File: src/design/kls_pkg.sv
// Shared constants and types for the k-th largest stream selector.
package kls_pkg;
	localparam int KMax = 64;
	localparam int IdxW = $clog2(KMax);
	localparam int CntW = $clog2(KMax + 1);
	localparam int KW = 7;
	localparam logic [0:0] RegKSelect = 1'b0;
	typedef logic signed [31:0] val_t;
endpackage

File: src/design/kls_store.sv
// Sorted value store: one-port-write, one-port-read synchronous memory.
module kls_store
	import kls_pkg::*;
(
	input  logic            clk,
	input  logic            we,
	input  logic [IdxW-1:0] waddr,
	input  val_t            wdata,
	input  logic [IdxW-1:0] raddr,
	output val_t            rdata
);
	val_t mem [KMax];

	// Write and registered read
	always_ff @(posedge clk) begin
		if (we) begin
			mem[waddr] <= wdata;
		end
		rdata <= mem[raddr];
	end
endmodule

File: src/design/kth_largest_stream_select_top.sv
// Top level of the k-th largest stream selector.
// Each beat carries one signed 32-bit value and tlast marking the end of an array. The block
// keeps the largest values seen (up to 64) sorted descending in one synchronous memory and
// inserts each value by walking from the bottom of the store upward, shifting smaller entries
// down one place per cycle through the single read and write port. When the store is full a
// value not above the bottom entry is dropped. On tlast one result beat gives the k-th largest
// value and an underfilled flag (set when the array held fewer than k values, k clamped to
// 1..64), read in the RES_RD and RES_WAIT states after the insert, and the store empties for
// the next array.
module kth_largest_stream_select_top
	import kls_pkg::*;
(
	input  logic        clk,
	input  logic        arst_n,
	input  logic        psel,
	input  logic        penable,
	input  logic        pwrite,
	input  logic [0:0]  paddr,
	input  logic [31:0] pwdata,
	output logic [31:0] prdata,
	output logic        pready,
	input  logic        s_tvalid,
	output logic        s_tready,
	input  logic [31:0] s_tdata,  // value[31:0]
	input  logic        s_tlast,
	output logic        m_tvalid,
	input  logic        m_tready,
	output logic [31:0] m_tdata,  // kth_value[31:0]
	output logic        m_tuser   // underfilled
);
	typedef enum logic [2:0] {IDLE, RD, CMP, RES_RD, RES_WAIT, OUT, FULL_CHK} state_t;

	state_t          state_q;
	logic [KW-1:0]   k_q;
	logic [CntW-1:0] cnt_q;
	val_t            key_q;
	logic            last_q;
	logic [IdxW-1:0] pos_q;
	logic            under_q;
	logic [31:0]     res_q;

	logic            we;
	logic [IdxW-1:0] waddr;
	val_t            wdata;
	logic [IdxW-1:0] raddr;
	val_t            rdata;
	logic [CntW-1:0] keff;

	kls_store u_store (
		.clk, .we, .waddr, .wdata, .raddr, .rdata
	);

	assign pready   = 1'b1;
	assign prdata   = {{(32-KW){1'b0}}, k_q};
	assign s_tready = (state_q == IDLE);
	assign m_tvalid = (state_q == OUT);
	assign m_tdata  = res_q;
	assign m_tuser  = under_q;

	// Clamp k to 1..KMax
	always_comb begin
		if (k_q == '0) begin
			keff = CntW'(1);
		end else if (CntW'(k_q) > CntW'(KMax)) begin
			keff = CntW'(KMax);
		end else begin
			keff = CntW'(k_q);
		end
	end

	// Memory port steering
	always_comb begin
		we    = 1'b0;
		waddr = pos_q;
		wdata = key_q;
		raddr = pos_q - IdxW'(1);
		if (state_q == CMP) begin
			if (pos_q != '0 && rdata < key_q) begin
				// shift the smaller entry down one place
				we    = (CntW'(pos_q) < CntW'(KMax));
				wdata = rdata;
				raddr = pos_q - IdxW'(2);
			end else begin
				we = 1'b1;
			end
		end else if (state_q == RES_RD) begin
			raddr = (cnt_q >= keff) ? IdxW'(keff - CntW'(1)) : IdxW'(cnt_q - CntW'(1));
		end else if (state_q == IDLE) begin
			// read the bottom entry for a full store
			raddr = IdxW'(KMax - 1);
		end
	end

	// Control sequencer
	always_ff @(posedge clk or negedge arst_n) begin
		if (!arst_n) begin
			state_q <= IDLE;
			k_q     <= KW'(1);
			cnt_q   <= '0;
			under_q <= 1'b0;
		end else begin
			if (psel && penable && pwrite && paddr == RegKSelect) begin
				k_q <= pwdata[KW-1:0];
			end
			case (state_q)
				IDLE: begin
					if (s_tvalid) begin
						key_q  <= s_tdata;
						last_q <= s_tlast;
						// start at the slot just past the bottom entry, or at the bottom entry itself when full
						if (cnt_q == CntW'(KMax)) begin
							pos_q <= IdxW'(KMax - 1);
						end else begin
							pos_q <= IdxW'(cnt_q);
						end
						state_q <= (cnt_q == CntW'(KMax)) ? FULL_CHK : RD;
					end
				end
				RD: begin
					state_q <= CMP;
				end
				FULL_CHK: begin
					// full store: a key not above the bottom falls off
					if (rdata < key_q) begin
						state_q <= CMP;
					end else begin
						state_q <= last_q ? RES_RD : IDLE;
					end
				end
				CMP: begin
					if (pos_q != '0 && rdata < key_q) begin
						pos_q <= pos_q - IdxW'(1);
					end else begin
						if (cnt_q != CntW'(KMax)) begin
							cnt_q <= cnt_q + CntW'(1);
						end
						state_q <= last_q ? RES_RD : IDLE;
					end
				end
				RES_RD: begin
					under_q <= (cnt_q < keff);
					state_q <= RES_WAIT;
				end
				RES_WAIT: begin
					res_q   <= rdata;
					cnt_q   <= '0;
					state_q <= OUT;
				end
				OUT: begin
					if (m_tready) begin
						state_q <= IDLE;
					end
				end
				default: state_q <= IDLE;
			endcase
		end
	end
endmodule

File: config.mk
export PLATFORM = sky130hd
export DESIGN_NAME = kth_largest_stream_select_top
export DESIGN_NICKNAME = d
export VERILOG_FILES = /design/src/design/kls_pkg.sv /design/src/design/kls_store.sv /design/src/design/kth_largest_stream_select_top.sv
export SDC_FILE = /design/constraint.sdc
export NUM_CORES = 2
export LEC_CHECK = 0
export ABC_AREA = 1
export BUFFER_PORTS_ARGS = -buffer_cell sky130_fd_sc_hd__clkbuf_2
export CAP_MARGIN = 20
export CORE_ASPECT_RATIO = 1.25
export CORE_MARGIN = 2
export CORE_UTILIZATION = 55
export CTS_BUF_LIST = sky130_fd_sc_hd__clkbuf_2
export CTS_CLUSTER_DIAMETER = 30
export DETAILED_ROUTE_END_ITERATION = 7
export GPL_TIMING_DRIVEN = 0
export PLACE_DENSITY_LB_ADDON = 0.15
export SLEW_MARGIN = 20
export SYNTH_ARGS = -nofsm -noshare
export SYNTH_HDL_FRONTEND = slang
export SYNTH_SLANG_ARGS = --single-unit
File: constraint.sdc
create_clock -name clk -period 14.6 [get_ports clk]
set_input_delay 2.92 -clock clk [delete_from_list [all_inputs] [get_ports clk]]
set_output_delay 2.92 -clock clk [all_outputs]
set_load 0.02 [all_outputs]
### Yosys cells after proc, flatten, opt, wreduce, memory -nomap -nowiden

Memories as Yosys holds them, arrays and structs flattened. A register that Yosys moved wholly into a read port is not among the register bits.
Index checks and enable logic that the tools add are counted.

* add/subtract/negate cells: 5
* magnitude comparators: 4
* equal/unequal tests: 13
* muxes and demuxes: 26
* bitwise operators: 1
* reductions and logical operators: 14

Operators with widths (count)
* $mux W32: 2
* $mux W6: 8
* $lt A32 B32 Y1: 1
* $mux W7: 4
* $pmux W3 S7: 1
* $sub A6 B1 Y6 const B: 3
* $pmux W7 S2: 1
* $mux W3: 4
* $pmux W6 S2: 1
* $eq A3 B3 Y1 const B: 3
* $reduce_and A3 Y1: 3
* $add A7 B1 Y7 const B: 1
* $eq A7 B7 Y1 const B: 1
* $ge A7 B7 Y1: 1
* $gt A7 B7 Y1 const B: 1
* $logic_not A7 Y1: 1
* $lt A7 B7 Y1: 1
* $ne A7 B7 Y1 const B: 1
* $eq A3 B2 Y1 const B: 2
* $ne A2 B1 Y1 const B: 3
* $reduce_bool A6 Y1: 1
* $sub A6 B2 Y6 const B: 1
* $logic_and A1 B1 Y1: 4
* $mux W2: 2
* other kinds (8): 12

* bits in registers: 89
* bits in writable memories: 2048
* bits of input ports: 73
* output and inout bits: 68
* logic and storage cells: 72
* memories: 1

Memories
* u_store.mem: depth 64, width 32, read ports 1, clocked after memory_dff 1, write ports 1, RTL line kls_store.sv:12 `val_t mem [KMax];`

### Logic depth before layout (Yosys ltp)

* depth after elaboration: 7
* depth in mapped cells: 27
* mapped depth without buffers: 25

### Modules after synthesis

From an unflattened synthesis, not the netlist that was laid out.

* cells, all modules: 7348
* area total of the unflattened synthesis: 88237.1 µm²

Modules (own cells, without submodules)
* kls_store: instances 1, cells each 6769, area an instance 82738.1 µm², seq. area each 62139.6 µm²
* kth_largest_stream_select_top: instances 1, cells each 579, area an instance 5499.0 µm², seq. area each 2583.7 µm²

### Least setup slack after synthesis

Ideal clock, no wire load.

* kind: reg2reg
* from: reg key_q[31]
* to: mem u_store.mem[0][0] (netlist name), data pin
* library setup time: 0.702 ns
* arrival time: 4.363 ns
* required time: 13.898 ns
* path slack: 9.535 ns
* stages on the path, launching flop included: 13
* cell sequence: edfxtp_1 -> inv_1 -> ha_1 -> a21oi_1 -> o21ai_1 -> a21o_1 -> a21oi_2 -> nand2_1 -> nand2_2 -> nand3_4 -> nor2_2 -> inv_1 -> o21ai_0

* longest elaborated chain between the ends: 4

Ends and longest elaborated chain
* from (decl): RTL line kth_largest_stream_select_top.sv:36 `val_t key_q;`
* from (signal assigned): RTL line kth_largest_stream_select_top.sv:108 `key_q <= s_tdata;`
* $lt A32 B32 Y1: RTL line kth_largest_stream_select_top.sv:78 `if (pos_q != '0 && rdata < key_q) begin`
* $logic_and A1 B1 Y1: RTL line kth_largest_stream_select_top.sv:78
* $mux W32: RTL line kth_largest_stream_select_top.sv:78
* $mux W32: RTL line kth_largest_stream_select_top.sv:77 `if (state_q == CMP) begin`
* net u_store.wdata[0]: RTL line kls_store.sv:8 `input val_t wdata,`
* to (decl): RTL line kls_store.sv:12

The timed path passes the listed nets, and every way through them passes these cells.

### Worst setup path after layout

* from: reg key_q[15]
* to: reg u_store.rdata[19], read port of u_store.mem

* longest elaborated chain between the ends: 4

Ends and longest elaborated chain
* $lt A32 B32 Y1: RTL line kth_largest_stream_select_top.sv:78
* $logic_and A1 B1 Y1: RTL line kth_largest_stream_select_top.sv:78
* $mux W6: RTL line kth_largest_stream_select_top.sv:78
* $mux W6: RTL line kth_largest_stream_select_top.sv:77
* to (decl): RTL line kls_store.sv:10 `output val_t rdata`

Every way passes these cells.
A chain may end at the register's enable or synchronous reset.

==> results.json <==
{
  "outcome": "finished clean",
  "synth-edff-count": 2119,
  "ant_nets": 0,
  "hpwl_um": 238000,
  "dp_slack_ns": 8.20,
  "route.met3.wl_um": 41300,
  "crit_chain": "inv_1 -> ha_1 -> nand2_1 -> o21ai_1 -> nor2_1 -> nand2_1 -> nand2_1 -> nand3_2 -> nand3_4 -> nor2_2 -> inv_1 -> nand2_1 -> nand2_1 -> nand2_1 -> buf_2 -> buf_2 -> nand3_1 -> nand3_1 -> nand2_1",
  "antenna_found_initial": 33,
  "synth_flop_cell": "edfxtp_1",
  "synth.area.top_cells": "edfxtp_1, nand2_1, nand3_1",
  "grtUsageTotal": 0.371,
  "synthArstFlopShare": 0.00830,
  "slowest_delay_ns": 1.00,
  "die-area_sq_mm": 0.176,
  "synth-seq-cells": 2169,
  "slowest_stage": "o21ai_1",
  "fill_cells": 13700,
  "finalCritPeriodShare": 0.500,
  "cts_sinks": 2169,
  "die_h_um": 469,
  "io_buffers": 89,
  "rows": 170,
  "finalMaxSlewViolations": 0,
  "cts_tree": "built",
  "end_kind": "register",
  "wire_per_inst_um": 26.9,
  "fin_ws_ns": 7.30,
  "r2r-end": "u_store.rdata[19]$_DFF_P_",
  "path_clk_slew_ns": 0.09,
  "initial_utilization": 0.553,
  "vias": 73300,
  "grt_max_degree": 29,
  "worstHoldStart": "u_store.rdata[15]$_DFF_P_",
  "rr_startpoint": "key_q[15]$_DFFE_PP_",
  "layout_min_cycle_time_ns": 7.30,
  "crit_buf_inv": 4,
  "cp_data_required_time_ns": 16.41,
  "area_growth_pct": 13.9,
  "min_to": "m_tdata[15]$_DFFE_PP_",
  "wirelength_um": 331000,
  "clockRootBuffer": "clkbuf_2",
  "numCtsBuffers": 558,
  "wl_met2_um": 146000,
  "avgSynthCellArea_sq_um": 10.7,
  "drc": 0,
  "crit_arrival_ns": 9.11,
  "syn_inst": 8878,
  "grt_overflow_total": 0,
  "finalSetupViolations": 0,
  "core_area_sq_mm": 0.172,
  "place.gp.congestion": 1.08,
  "hold_depth": 0,
  "rsz0062_at_grt": "false",
  "syn_area_sq_mm": 0.0950,
  "crit_type": "reg2reg",
  "ff2ff_path_depth": 19,
  "ys_types": 42,
  "place_inst": 11400,
  "synth_top_area_frac": 0.670,
  "hold_violations": 0,
  "max_clock_freq_mhz": 137,
  "ctsHoldBuffers": 0,
  "synth_warnings": 0,
  "fp.dieW_um": 376,
  "final.setup.tns_ns": 0,
  "r2r_slack_ns": 7.30,
  "drtIter0Drc": 11200,
  "crit_family": "simple AND/OR/NAND/NOR gates",
  "clk_latency_ns": 2.00,
  "clk_path_buf_depth": 4,
  "synth_top_cell_by_area": "edfxtp_1",
  "critPathMaxFanout": 10,
  "cp_common_cell": "nand2_1",
  "grt_pass1_vias": 68300,
  "ioPinCount": 141,
  "final-instance-count-excl-fill": 12300,
  "max-cap-violations": 0,
  "start_kind": "register",
  "drive_gt1_frac": 0.147,
  "worstMarginPinSlew_ns": 1.43,
  "cts_setup_buffers": 0,
  "skew_ns": 0.169,
  "firstDrtPassIters": 7,
  "viasPerCell": 5.95,
  "maxSlewHeadroom": 0.0439,
  "highest_layer": "met5",
  "grt_pass1_wl_um": 462000,
  "drt-met1-wl_um": 117000,
  "htreeDepth": 6,
  "cts_resized": 0,
  "nets": 9844,
  "ys_seq_area_frac": 0.681,
  "min_path_type": "reg2reg"
}
routing by layer:
| metal | global-route usage | up-vias |
|---|---|---|
| met2 | 0.557 | 5024 |
| li1 | - | 32500 |
| met1 | 0.465 | 34700 |
| met4 | 0.264 | 16 |
| met3 | 0.106 | 1047 |
| met5 | 0 | - |
kinds of logic (layout without fill, tap and decap cells):
kind of cell,Yosys count,after routing,share of synthesized area
simple gates,4291,4291,0.208
flops,2169,2169,0.681
buf+inv,1939,3109,0.0810
compound gates,420,420,0.0227
fa+ha+maj,48,48,0.00632
xor+xnor,5,5,0.000461
mux,4,4,0.000474
other cells,2,48,0.0000790
how the worst max path moves through the flow:
stage	startpoint	endpoint	cells after the start
2_1_floorplan	key_q[31]$_DFFE_PP_	u_store.mem[0][0]$_DFFE_PP_	12
3_3_place_gp	key_q[15]$_DFFE_PP_	u_store.mem[9][15]$_DFFE_PP_	13
3_5_place_dp	key_q[15]$_DFFE_PP_	u_store.rdata[6]$_DFF_P_	22
4_1_cts	key_q[15]$_DFFE_PP_	u_store.rdata[10]$_DFF_P_	22
5_1_grt	key_q[15]$_DFFE_PP_	u_store.rdata[19]$_DFF_P_	21
6_report	key_q[15]$_DFFE_PP_	u_store.rdata[19]$_DFF_P_	19
cell type report:
cell class                      count  area [sq um]  share of cell area
Clock buffer                      755          3780              0.0349
Timing Repair Buffer              261          4710              0.0436
Clock inverter                    154           908             0.00839
Inverter                         1304          4890              0.0452
Multi-Input combinational cell   4794         23500               0.218
Tap cell                         2236          2800              0.0258
Buffer                            635          2810              0.0260
Antenna cell                       22          55.1            0.000509
Sequential cell                  2169         64700               0.598
stage by stage:
stage	utilization	hold WS, ns	area (sq um)
final	0.631	0.483	108000
after detailed placement	0.603	0.458	103000
after CTS	0.630	0.451	108000
after global placement	0.573	0.454	98300
after global routing	0.630	0.498	108000
after floorplan	-	0.408	95100
state kept, by name, summed over array words and instances (netlist names):
signal and cells:
cnt_q 7, k_q 7, key_q 32, last_q 1, m_tdata 32, m_tuser 1, pos_q 6, state_q 3
u_store.mem 2048, u_store.rdata 32
cells in the mapped netlist, drive strengths merged, types with 2 or more instances:
| library cell | number |
|---|---|
| edfxtp | 2119 |
| nand2 | 2029 |
| nand3 | 1432 |
| inv | 1304 |
| nand4 | 712 |
| o21ai | 371 |
| buf | 339 |
| clkbuf | 296 |
| nor2 | 107 |
| ha | 48 |
| a21oi | 33 |
| dfxtp | 32 |
| dfrtp | 17 |
| a22oi | 4 |
| mux2 | 4 |
| nor3 | 4 |
| o21a | 4 |
| a31oi | 3 |
| xor2 | 3 |
| and2 | 2 |
| conb | 2 |
| xnor2 | 2 |
layout by cell type, fill, tap and decap left out, drive strengths merged, types with 48 or more instances in the layout:
| cell | instances |
|---|---|
| inv | 1321 |
| nand2 | 2029 |
| nand4 | 712 |
| edfxtp | 2119 |
| ha | 48 |
| o21ai | 371 |
| clkbuf | 1140 |
| buf | 511 |
| clkinv | 125 |
| nand3 | 1432 |
| nor2 | 107 |
Power is not shown: default switching activity piles up to over one toggle a cycle in this logic, so the estimate is an artifact.
